### src/rtl/core/fla_pkg.sv
// Shared types, constants and helper functions for the free-list allocator.
`default_nettype none
package fla_pkg;

	localparam int MAX_BLOCKS      = 255;
	localparam int MAX_BLOCK_BYTES = 256;

	localparam int LINK_AW  = $clog2(MAX_BLOCKS);
	localparam int SIZE_W   = 9;
	localparam int COUNT_W  = 8;
	localparam int OFFSET_W = 16;
	localparam int ACC_W    = OFFSET_W + 1;
	localparam int OP_W     = 2;
	localparam int STATUS_W = 2;
	localparam int CFG_IDX_W = 1;
	localparam int CFG_DATA_W = SIZE_W;
	localparam int STEP_W   = $clog2(OFFSET_W + 1);

	localparam logic [STEP_W-1:0] DIV_STEPS = STEP_W'(OFFSET_W);
	localparam logic [STEP_W-1:0] MUL_STEPS = STEP_W'(LINK_AW);

	// Operation codes
	localparam logic [OP_W-1:0] OP_REBUILD = 2'd0;
	localparam logic [OP_W-1:0] OP_ALLOC   = 2'd1;
	localparam logic [OP_W-1:0] OP_FREE    = 2'd2;

	// Result status codes
	localparam logic [STATUS_W-1:0] ST_OK        = 2'd0;
	localparam logic [STATUS_W-1:0] ST_EMPTY     = 2'd1;
	localparam logic [STATUS_W-1:0] ST_BAD_FREE  = 2'd2;

	// Configuration register indexes
	localparam logic [CFG_IDX_W-1:0] REG_BLOCK_SIZE  = 1'd0;
	localparam logic [CFG_IDX_W-1:0] REG_BLOCK_COUNT = 1'd1;

	localparam logic [SIZE_W-1:0]  SIZE_RST  = 9'd8;
	localparam logic [COUNT_W-1:0] COUNT_RST = 8'd255;

	// Request to the shared shift-add unit
	typedef struct packed {
		logic start;
		logic div;
	} alu_req_t;

	// Clamp the block size register to its usable range
	function automatic logic [SIZE_W-1:0] eff_size(input logic [SIZE_W-1:0] v);
		logic [SIZE_W-1:0] r;
		r = v;
		if (v == '0) r = SIZE_W'(1);
		else if (v > SIZE_W'(MAX_BLOCK_BYTES)) r = SIZE_W'(MAX_BLOCK_BYTES);
		return r;
	endfunction

	// Clamp the block count register to its usable range
	function automatic logic [COUNT_W-1:0] eff_count(input logic [COUNT_W-1:0] v);
		logic [COUNT_W-1:0] r;
		r = v;
		if (v == '0) r = COUNT_W'(1);
		else if (v > COUNT_W'(MAX_BLOCKS)) r = COUNT_W'(MAX_BLOCKS);
		return r;
	endfunction

endpackage
`default_nettype wire

### src/rtl/core/fla_shift_alu.sv
// Shared shift-add/subtract unit: serial multiply and restoring divide.
`default_nettype none
module fla_shift_alu (
	input  wire                       clk,
	input  wire                       arst_n,
	input  wire fla_pkg::alu_req_t    req,
	input  wire [fla_pkg::OFFSET_W-1:0] opnd_in,
	input  wire [fla_pkg::SIZE_W-1:0]   size,
	output logic                      done,
	output logic [fla_pkg::ACC_W-1:0]   acc,
	output logic [fla_pkg::OFFSET_W-1:0] opnd
);
	import fla_pkg::*;

	logic                run_q;
	logic                done_q;
	logic                div_q;
	logic [STEP_W-1:0]   cnt_q;
	logic [ACC_W-1:0]    acc_q;
	logic [OFFSET_W-1:0] opnd_q;

	logic [ACC_W-1:0]    shifted;
	logic [ACC_W-1:0]    addend;
	logic [ACC_W:0]      sum;
	logic                ge;

	// One step: shift the accumulator, then add (multiply) or subtract (divide)
	always_comb begin
		shifted = {acc_q[ACC_W-2:0], div_q & opnd_q[OFFSET_W-1]};
		if (div_q) addend = ~ACC_W'(size);
		else addend = opnd_q[OFFSET_W-1] ? ACC_W'(size) : '0;
		sum = {1'b0, shifted} + {1'b0, addend} + (ACC_W+1)'(div_q);
		ge  = sum[ACC_W];
	end

	// Sequence the steps
	always_ff @(posedge clk or negedge arst_n) begin
		if (!arst_n) begin
			run_q  <= 1'b0;
			done_q <= 1'b0;
			div_q  <= 1'b0;
			cnt_q  <= '0;
		end else begin
			done_q <= 1'b0;
			if (req.start) begin
				run_q <= 1'b1;
				div_q <= req.div;
				cnt_q <= req.div ? DIV_STEPS : MUL_STEPS;
			end else if (run_q) begin
				cnt_q <= cnt_q - STEP_W'(1);
				if (cnt_q == STEP_W'(1)) begin
					run_q  <= 1'b0;
					done_q <= 1'b1;
				end
			end
		end
	end

	// Advance the datapath; quotient bits shift in behind the dividend
	always_ff @(posedge clk) begin
		if (req.start) begin
			acc_q  <= '0;
			opnd_q <= opnd_in;
		end else if (run_q) begin
			if (div_q) begin
				acc_q  <= ge ? sum[ACC_W-1:0] : shifted;
				opnd_q <= {opnd_q[OFFSET_W-2:0], ge};
			end else begin
				acc_q  <= sum[ACC_W-1:0];
				opnd_q <= {opnd_q[OFFSET_W-2:0], 1'b0};
			end
		end
	end

	assign done = done_q;
	assign acc  = acc_q;
	assign opnd = opnd_q;

endmodule
`default_nettype wire

### src/rtl/core/fla_link_store.sv
// Next-link memory of the free list with per-entry valid bits.
`default_nettype none
module fla_link_store (
	input  wire                        clk,
	input  wire                        arst_n,
	input  wire                        clr,
	input  wire                        wr_en,
	input  wire [fla_pkg::LINK_AW-1:0] wr_addr,
	input  wire [fla_pkg::LINK_AW-1:0] wr_data,
	input  wire                        rd_en,
	input  wire [fla_pkg::LINK_AW-1:0] rd_addr,
	output logic [fla_pkg::LINK_AW-1:0] rd_data
);
	import fla_pkg::*;

	logic [LINK_AW-1:0]    mem [0:MAX_BLOCKS-1];
	logic [MAX_BLOCKS-1:0] valid_q;
	logic                  rd_valid_q;
	logic [LINK_AW-1:0]    rd_mem_q;
	logic [LINK_AW-1:0]    rd_addr_q;

	// Track written entries; an unwritten entry links to the next block
	always_ff @(posedge clk or negedge arst_n) begin
		if (!arst_n) begin
			valid_q    <= '0;
			rd_valid_q <= 1'b0;
		end else begin
			if (clr) valid_q <= '0;
			else if (wr_en) valid_q[wr_addr] <= 1'b1;
			if (rd_en) rd_valid_q <= valid_q[rd_addr];
		end
	end

	// Write and read the array
	always_ff @(posedge clk) begin
		if (wr_en) mem[wr_addr] <= wr_data;
		if (rd_en) begin
			rd_mem_q  <= mem[rd_addr];
			rd_addr_q <= rd_addr;
		end
	end

	assign rd_data = rd_valid_q ? rd_mem_q : rd_addr_q + LINK_AW'(1);

endmodule
`default_nettype wire

### src/rtl/core/embedded_free_list_allocator.sv
// Top level: command sequencer, list head and count, config and result registers.
//
// Fixed-size block allocator over a singly linked free list of up to 255 blocks.
// An operation is taken on a clock edge with start high and busy low; its one
// result shows on the result ports for exactly one cycle with done high, and
// busy is low again in that same cycle. Rebuild, the unused opcode and any
// request rejected up front (alloc on an empty list, free with the list full)
// show their result in the cycle after the start edge. A good alloc and a free
// run through one shared shift-add unit, 8 multiply steps for the byte offset
// and 16 restoring-divide steps for the offset-to-index conversion, and show
// their result when the unit is done. Rebuild takes effect at once through valid
// bits on the link memory; no clearing pass is run.
// Write block_size and block_count only while busy is low and done is low.
`default_nettype none
module embedded_free_list_allocator (
	input  wire                          clk,
	input  wire                          arst_n,
	input  wire                          start,
	output logic                         busy,
	input  wire [fla_pkg::OP_W-1:0]      opcode,
	input  wire [fla_pkg::OFFSET_W-1:0]  free_offset,
	input  wire                          cfg_we,
	input  wire [fla_pkg::CFG_IDX_W-1:0] cfg_index,
	input  wire [fla_pkg::CFG_DATA_W-1:0] cfg_wdata,
	output logic                         done,
	output logic [fla_pkg::STATUS_W-1:0] status,
	output logic [fla_pkg::OFFSET_W-1:0] alloc_offset,
	output logic [fla_pkg::LINK_AW-1:0]  block_index,
	output logic [fla_pkg::COUNT_W-1:0]  free_blocks
);
	import fla_pkg::*;

	localparam logic [1:0] S_IDLE  = 2'd0;
	localparam logic [1:0] S_ALLOC = 2'd1;
	localparam logic [1:0] S_FREE  = 2'd2;

	logic [1:0]          state_q;
	logic [SIZE_W-1:0]   block_size_q;
	logic [COUNT_W-1:0]  block_count_q;
	logic [LINK_AW-1:0]  head_q;
	logic [COUNT_W-1:0]  total_q;
	logic                done_q;
	logic [STATUS_W-1:0] status_q;
	logic [OFFSET_W-1:0] aoff_q;
	logic [LINK_AW-1:0]  idx_q;

	logic [SIZE_W-1:0]   size_eff;
	logic [COUNT_W-1:0]  count_eff;
	logic                accept;
	logic                alloc_empty;
	logic                free_full;
	alu_req_t            alu_req;
	logic [OFFSET_W-1:0] alu_opnd_in;
	logic                alu_done;
	logic [ACC_W-1:0]    alu_acc;
	logic [OFFSET_W-1:0] alu_opnd;
	logic                free_bad;
	logic                link_clr;
	logic                link_wr;
	logic                link_rd;
	logic [LINK_AW-1:0]  link_rd_data;

	assign size_eff    = eff_size(block_size_q);
	assign count_eff   = eff_count(block_count_q);
	assign busy        = (state_q != S_IDLE);
	assign accept      = start && !busy;
	assign alloc_empty = (total_q == '0) || (head_q >= count_eff);
	assign free_full   = (total_q >= count_eff);

	// Kick the shared unit for a multiply (alloc) or divide (free)
	always_comb begin
		alu_req.start = accept &&
			((opcode == OP_ALLOC && !alloc_empty) || (opcode == OP_FREE && !free_full));
		alu_req.div   = (opcode == OP_FREE);
		alu_opnd_in   = (opcode == OP_FREE) ? free_offset :
			{head_q, (OFFSET_W-LINK_AW)'(0)};
	end

	// Reject a free that is misaligned or past the last block
	assign free_bad = (alu_acc != '0) || (alu_opnd >= OFFSET_W'(count_eff));

	assign link_clr = accept && (opcode == OP_REBUILD);
	assign link_rd  = accept && (opcode == OP_ALLOC) && !alloc_empty;
	assign link_wr  = (state_q == S_FREE) && alu_done && !free_bad;

	fla_shift_alu u_alu (
		.clk     (clk),
		.arst_n  (arst_n),
		.req     (alu_req),
		.opnd_in (alu_opnd_in),
		.size    (size_eff),
		.done    (alu_done),
		.acc     (alu_acc),
		.opnd    (alu_opnd)
	);

	fla_link_store u_links (
		.clk     (clk),
		.arst_n  (arst_n),
		.clr     (link_clr),
		.wr_en   (link_wr),
		.wr_addr (alu_opnd[LINK_AW-1:0]),
		.wr_data (head_q),
		.rd_en   (link_rd),
		.rd_addr (head_q),
		.rd_data (link_rd_data)
	);

	// Hold configuration registers
	always_ff @(posedge clk or negedge arst_n) begin
		if (!arst_n) begin
			block_size_q  <= SIZE_RST;
			block_count_q <= COUNT_RST;
		end else if (cfg_we) begin
			case (cfg_index)
				REG_BLOCK_SIZE:  block_size_q  <= cfg_wdata;
				REG_BLOCK_COUNT: block_count_q <= cfg_wdata[COUNT_W-1:0];
				default: ;
			endcase
		end
	end

	// Sequence operations and update head and count
	always_ff @(posedge clk or negedge arst_n) begin
		if (!arst_n) begin
			state_q <= S_IDLE;
			head_q  <= '0;
			total_q <= eff_count(COUNT_RST);
			done_q  <= 1'b0;
		end else begin
			done_q <= 1'b0;
			case (state_q)
				S_IDLE: begin
					if (accept) begin
						case (opcode)
							OP_REBUILD: begin
								head_q  <= '0;
								total_q <= count_eff;
								done_q  <= 1'b1;
							end
							OP_ALLOC: begin
								if (alloc_empty) done_q <= 1'b1;
								else state_q <= S_ALLOC;
							end
							OP_FREE: begin
								if (free_full) done_q <= 1'b1;
								else state_q <= S_FREE;
							end
							default: done_q <= 1'b1;
						endcase
					end
				end
				S_ALLOC: begin
					if (alu_done) begin
						head_q  <= link_rd_data;
						total_q <= total_q - COUNT_W'(1);
						done_q  <= 1'b1;
						state_q <= S_IDLE;
					end
				end
				S_FREE: begin
					if (alu_done) begin
						if (!free_bad) begin
							head_q  <= alu_opnd[LINK_AW-1:0];
							total_q <= total_q + COUNT_W'(1);
						end
						done_q  <= 1'b1;
						state_q <= S_IDLE;
					end
				end
				default: state_q <= S_IDLE;
			endcase
		end
	end

	// Load the result beat
	always_ff @(posedge clk) begin
		if (accept) begin
			status_q <= ST_OK;
			aoff_q   <= '0;
			idx_q    <= '0;
			if (opcode == OP_ALLOC && alloc_empty) status_q <= ST_EMPTY;
			if (opcode == OP_FREE && free_full) status_q <= ST_BAD_FREE;
		end else if (state_q == S_ALLOC && alu_done) begin
			aoff_q <= alu_acc[OFFSET_W-1:0];
			idx_q  <= head_q;
		end else if (state_q == S_FREE && alu_done) begin
			if (free_bad) status_q <= ST_BAD_FREE;
			else idx_q <= alu_opnd[LINK_AW-1:0];
		end
	end

	assign done         = done_q;
	assign status       = status_q;
	assign alloc_offset = aoff_q;
	assign block_index  = idx_q;
	assign free_blocks  = total_q;

	// A result beat never shows while an operation is still running
	assert property (@(posedge clk) disable iff (!arst_n)
		(state_q != S_IDLE) |-> !done_q)
		else $error("result beat during a running operation");

	// The shared unit finishes only for an operation that started it
	assert property (@(posedge clk) disable iff (!arst_n)
		alu_done |-> (state_q == S_ALLOC || state_q == S_FREE))
		else $error("shared unit finished with no operation running");

	// A failed request reports no block
	assert property (@(posedge clk) disable iff (!arst_n)
		(done_q && status_q != ST_OK) |-> (aoff_q == '0 && idx_q == '0))
		else $error("error result carries a block");

	// A successful free grows the count by one on the next edge
	assert property (@(posedge clk) disable iff (!arst_n)
		link_wr |=> (total_q == $past(total_q) + COUNT_W'(1)))
		else $error("free did not push onto the list");

endmodule
`default_nettype wire
### config.mk
export PLATFORM = sky130hd
export DESIGN_NAME = embedded_free_list_allocator
export DESIGN_NICKNAME = d
export VERILOG_FILES = /design/src/rtl/core/fla_pkg.sv /design/src/rtl/core/fla_shift_alu.sv /design/src/rtl/core/fla_link_store.sv /design/src/rtl/core/embedded_free_list_allocator.sv
export SDC_FILE = /design/constraint.sdc
export NUM_CORES = 2
export LEC_CHECK = 0
export BUFFER_PORTS_ARGS = -buffer_cell sky130_fd_sc_hd__buf_2
export CAP_MARGIN = 40
export CORE_ASPECT_RATIO = 0.8
export CORE_MARGIN = 2
export CORE_UTILIZATION = 35
export DETAILED_ROUTE_END_ITERATION = 12
export PLACE_DENSITY = 0.46
export SLEW_MARGIN = 25
export SYNTH_ARGS = -nofsm -noshare
export SYNTH_HDL_FRONTEND = slang
export SYNTH_SLANG_ARGS = --single-unit
### constraint.sdc
create_clock -name clk -period 14.3 [get_ports clk]
set_input_delay 0.715 -clock clk [delete_from_list [all_inputs] [get_ports clk]]
set_output_delay 0.715 -clock clk [all_outputs]
set_load 0.05 [all_outputs]
==> Implementation_results.wiki <==
{| class="wikitable"
! Metric !! Value
|-
| Run status || complete, but fails checks
|-
| Violated checks || antenna violations
|-
| Sort of element at the start of the critical path || flip-flop
|-
| Flop and latch count out of synthesis || 2415
|-
| Routed length on met3 || 16300 µm
|-
| Peak ir drop on the vdd network || 165 µV
|-
| Setup slack, reg-to-reg || 8.30 ns
|-
| Drt first-iter violations || 5042
|-
| Syn_nets || 4992
|-
| Maximum number of pins on one net before global-route repair || 144
|-
| Number of max-slew violations in the final report || 0
|-
| Pre-CTS WS || 8.17 ns
|-
| Hold-fix buffers, CTS || 2
|-
| Proportion of layout cells with a drive suffix above 1 || 29.4%
|-
| Class of the most critical setup path || reg -> reg
|-
| Number of flops mapped to enable cells by yosys || 2074
|-
| CP top delay family || buffers and inverters
|-
| Largest stage delay on the critical path || 0.73 ns
|-
| Standby leakage power || 36.7 nW
|-
| Per-instance average area after synthesis || 19.9 µm²
|-
| Post-CTS Setup Bufs || 0
|-
| Critical Path AT || 6.65 ns
|-
| CTS clk-pin slew, worst paths || 0.06 ns
|-
| Unique cell type count in the Yosys netlist || 78
|-
| Count of standard-cell rows || 173
|-
| Post-route ant nets || 1
|-
| Depth of the worst register-to-register path || 11
|-
| Final hold violations || 0
|-
| Fin area || 112000 µm²
|-
| TritonCTS Sinks || 2415
|-
| Worst Path Max Fanout || 93
|-
| Number of nets in the final layout || 5282
|-
| Highest Signal Layer || met4
|-
| Starting density of the core || 35.1%
|-
| Worst clock skew || 0.0561 ns
|-
| I/O pins || 68
|-
| Per-cell routed wire length || 29.5 µm
|-
| Slew at the pin closest to its max-slew limit || 1.07 ns
|-
| Worst setup margin || 8.30 ns
|-
| Final std cells w/o fill || 9073
|-
| Final global-route overflow total || 0
|-
| Hold Path Sink || block_count_q[0]
|-
| Global-route wire length before repair || 385000 µm
|-
| Clock latency at the later pin of the worst-skew pair || 0.91 ns
|-
| DRC errors left || 0
|-
| Hold Crit Class || in -> reg
|-
| Routed via count divided by cell count || 5.47
|-
| Post-layout min period || 6.00 ns
|-
| Synth Flop Type || sky130_fd_sc_hd__edfxtp_1
|-
| Quantity of I/O buffers inserted on ports || 67
|-
| Met1 wire length || 127000 µm
|-
| Post-DP HPWL || 163000 µm
|-
| Number of buffers added by the clock tree synthesis step || 247
|-
| TritonCTS clock tree || built
|-
| Cell area after technology mapping || 97500 µm²
|-
| Crit end category || flip-flop
|-
| Die outline width || 594 µm
|-
| Setup_tns || 0 ns
|-
| Min-Delay Startpoint || cfg_wdata[0]
|-
| Leading cell types in the layout, fill and taps excluded || 2074 x sky130_fd_sc_hd__edfxtp_1, 693 x sky130_fd_sc_hd__mux4_2, 275 x sky130_fd_sc_hd__dfrtp_1
|-
| CTS resizes || 0
|-
| Max-cap check violation count || 0
|-
| Number of warnings issued by yosys || 0
|-
| Wire length on met2 || 119000 µm
|-
| Slew Limit Headroom || 28.8%
|-
| Largest buffer count on any clock path || 4
|-
| Placed cell area || 103000 µm²
|-
| Weighted congestion reported at the end of routability-driven placement || 0.787
|-
| Power per Cell Area || 198 nW/µm²
|-
| Cell chosen for the clock root || sky130_fd_sc_hd__clkbuf_16
|-
| Max Clk Rate || 167 MHz
|-
| Cells along the critical path || buf_4, buf_4, buf_12, buf_4, buf_16, mux4_2, mux4_2, mux2i_1, a22oi_1, nand2_1, nor3_1
|-
| Async S/R FF share, synth || 12.4%
|-
| Number of instances in the placed design || 8544
|-
| Leading cell type in the layout, fill and taps excluded || sky130_fd_sc_hd__edfxtp_1
|-
| Data required time of the critical path || 14.95 ns
|-
| Final Routed Wirelength || 268000 µm
|-
| Hold path cells || 2
|-
| Vias after detailed routing || 49640
|-
| Setup repair after global routing missed its margin || false
|-
| Start of the worst register-to-register path || head_q[0]
|-
| Pre-antenna DRT Iters || 5
|-
| Floorplan Core Area || 277000 µm²
|-
| Slowest library cell on the worst path || sky130_fd_sc_hd__dfrtp_4
|-
| Number of antenna violations at the first check in global routing || 17
|-
| Most repeated library cell on the critical path || sky130_fd_sc_hd__buf_4
|-
| Final setup violation count || 0
|-
| Reg2Reg Capture Point || u_links.rd_mem_q[6]
|-
| Crit path buffers/inverters || 5
|-
| Cell count after synthesis || 4901
|-
| Synth-to-Final Area Change || 15.0%
|-
| Total power consumption of the routed design || 22.2 mW
|-
| Share of the cycle needed by the critical path after routing || 42.0%
|-
| Number of levels in the clock H-tree || 4
|-
| Vias in the first global route || 49832
|-
| Portion of the post-synthesis area used by sequential elements || 72.4%
|-
| Die Footprint || 283000 µm²
|-
| GRT Util Overall || 18.8%
|-
| Floorplan die height || 476 µm
|}
stage by stage:
stage | utilization, % | hold slack (ns)
floorplan | - | 0.419
global placement | 36.8 | 0.445
detailed placement | 37.3 | 0.448
CTS | 40.1 | 0.00300
global route | 40.4 | 0.0480
finish | 40.4 | 0.0779
logic make-up after synthesis:
| kind of cell | synth area share [%] |
|---|---|
| flops | 72.4 |
| fa+ha+maj | 0.780 |
| mux | 17.3 |
| xor+xnor | 0.216 |
| buf+inv | 1.66 |
| simple gates | 3.01 |
| compound gates | 4.54 |
cell usage after synthesis, types with 6 or more instances:
cell type,instances,area (µm²)
sky130_fd_sc_hd__a22o_1,262,2290
sky130_fd_sc_hd__mux2_2,37,417
sky130_fd_sc_hd__a211oi_1,29,218
sky130_fd_sc_hd__nor3_1,28,140
sky130_fd_sc_hd__o21a_1,11,82.6
sky130_fd_sc_hd__buf_1,34,128
sky130_fd_sc_hd__ha_1,56,701
sky130_fd_sc_hd__nor2_2,29,181
sky130_fd_sc_hd__buf_4,10,75.1
sky130_fd_sc_hd__nor3_2,6,60.1
sky130_fd_sc_hd__nor2b_1,15,93.8
sky130_fd_sc_hd__or4_1,12,90.1
sky130_fd_sc_hd__o22ai_1,12,75.1
sky130_fd_sc_hd__nand3_1,36,180
sky130_fd_sc_hd__a21boi_0,10,75.1
sky130_fd_sc_hd__mux2i_1,89,891
sky130_fd_sc_hd__buf_2,109,546
sky130_fd_sc_hd__nand4_1,7,43.8
sky130_fd_sc_hd__o211ai_1,19,143
sky130_fd_sc_hd__buf_6,7,78.8
sky130_fd_sc_hd__edfxtp_1,2074,62300
sky130_fd_sc_hd__dfrtp_1,283,7080
sky130_fd_sc_hd__a22oi_1,25,188
sky130_fd_sc_hd__xor2_1,9,78.8
sky130_fd_sc_hd__a21oi_1,59,295
sky130_fd_sc_hd__nand2_1,150,563
sky130_fd_sc_hd__dfstp_2,17,447
sky130_fd_sc_hd__nor2_1,294,1100
sky130_fd_sc_hd__xnor2_1,15,131
sky130_fd_sc_hd__inv_1,34,128
sky130_fd_sc_hd__o31ai_1,9,67.6
sky130_fd_sc_hd__clkbuf_1,175,657
sky130_fd_sc_hd__or3_1,7,43.8
sky130_fd_sc_hd__mux4_2,693,15600
sky130_fd_sc_hd__nor4_1,12,75.1
sky130_fd_sc_hd__a31oi_1,8,50.1
sky130_fd_sc_hd__a21o_1,14,105
sky130_fd_sc_hd__nand2b_1,11,68.8
sky130_fd_sc_hd__a32oi_1,7,61.3
sky130_fd_sc_hd__o21ai_0,59,295
sky130_fd_sc_hd__a31o_2,9,78.8
sky130_fd_sc_hd__and3_1,9,56.3
sky130_fd_sc_hd__dfxtp_1,41,821
per-layer routing:
metal / GRT usage [%] / up-vias
li1: - / 20879
met1: 28.7 / 26952
met2: 28.0 / 1489
met3: 3.28 / 320
met4: 3.88 / 0
met5: 0 / -
where the power goes:
group,switching [mW],internal [mW],leakage [nW],total (mW)
Clock,2.76,3.73,3.91,6.49
Sequential,0.316,8.63,23.6,8.94
Combinational,4.18,2.57,9.16,6.74
worst reg2reg max path, stage by stage, from the launching register on:
cell and delay [ns]:
sky130_fd_sc_hd__dfrtp_4 0.73, sky130_fd_sc_hd__buf_4 0.63, sky130_fd_sc_hd__buf_4 0.70, sky130_fd_sc_hd__buf_12 0.58, sky130_fd_sc_hd__buf_4 0.63, sky130_fd_sc_hd__buf_16 0.29
sky130_fd_sc_hd__mux4_2 0.61, sky130_fd_sc_hd__mux4_2 0.51, sky130_fd_sc_hd__mux2i_1 0.59, sky130_fd_sc_hd__a22oi_1 0.31, sky130_fd_sc_hd__nand2_1 0.13, sky130_fd_sc_hd__nor3_1 0.05
worst max path at each step:
stage / from / to / slack [ns] / cells after the start
3_3_place_gp: head_q[0] / u_links.rd_mem_q[0] / 7.95 / 10
6_report: head_q[0] / u_links.rd_mem_q[6] / 8.30 / 11
5_1_grt: head_q[0] / u_links.rd_mem_q[3] / 7.81 / 11
4_1_cts: head_q[0] / u_links.rd_mem_q[0] / 8.15 / 11
3_5_place_dp: head_q[0] / u_links.rd_mem_q[0] / 8.17 / 11
2_1_floorplan: head_q[0] / u_alu.opnd[0] / 7.23 / 14
final cells by class:
| cell class | count | area, µm² |
|---|---|---|
| Fill cell | 24761 | 165000 |
| Clock inverter | 130 | 1310 |
| Antenna cell | 7 | 17.5 |
| Clock buffer | 319 | 6700 |
| Inverter | 36 | 135 |
| Multi-Input combinational cell | 2115 | 25400 |
| Sequential cell | 2415 | 70700 |
| Timing Repair Buffer | 376 | 3240 |
| Tap cell | 3675 | 4600 |
flip-flops by register name, summed over array words and instances (netlist names):
| signal | count |
|---|---|
| u_links.mem | 2040 |
| u_links.valid_q | 255 |
| u_alu.acc | 17 |
| alloc_offset | 16 |
| u_alu.opnd | 16 |
| block_size_q | 9 |
| block_count_q | 8 |
| block_index | 8 |
| free_blocks | 8 |
| head_q | 8 |
| u_links.rd_addr_q | 8 |
| u_links.rd_mem_q | 8 |
| u_alu.cnt_q | 5 |
| state_q | 2 |
| status | 2 |
| done | 1 |
| u_alu.div_q | 1 |
| u_alu.done | 1 |
| u_alu.run_q | 1 |
| u_links.rd_valid_q | 1 |
Power figures use the tool's default switching activity.
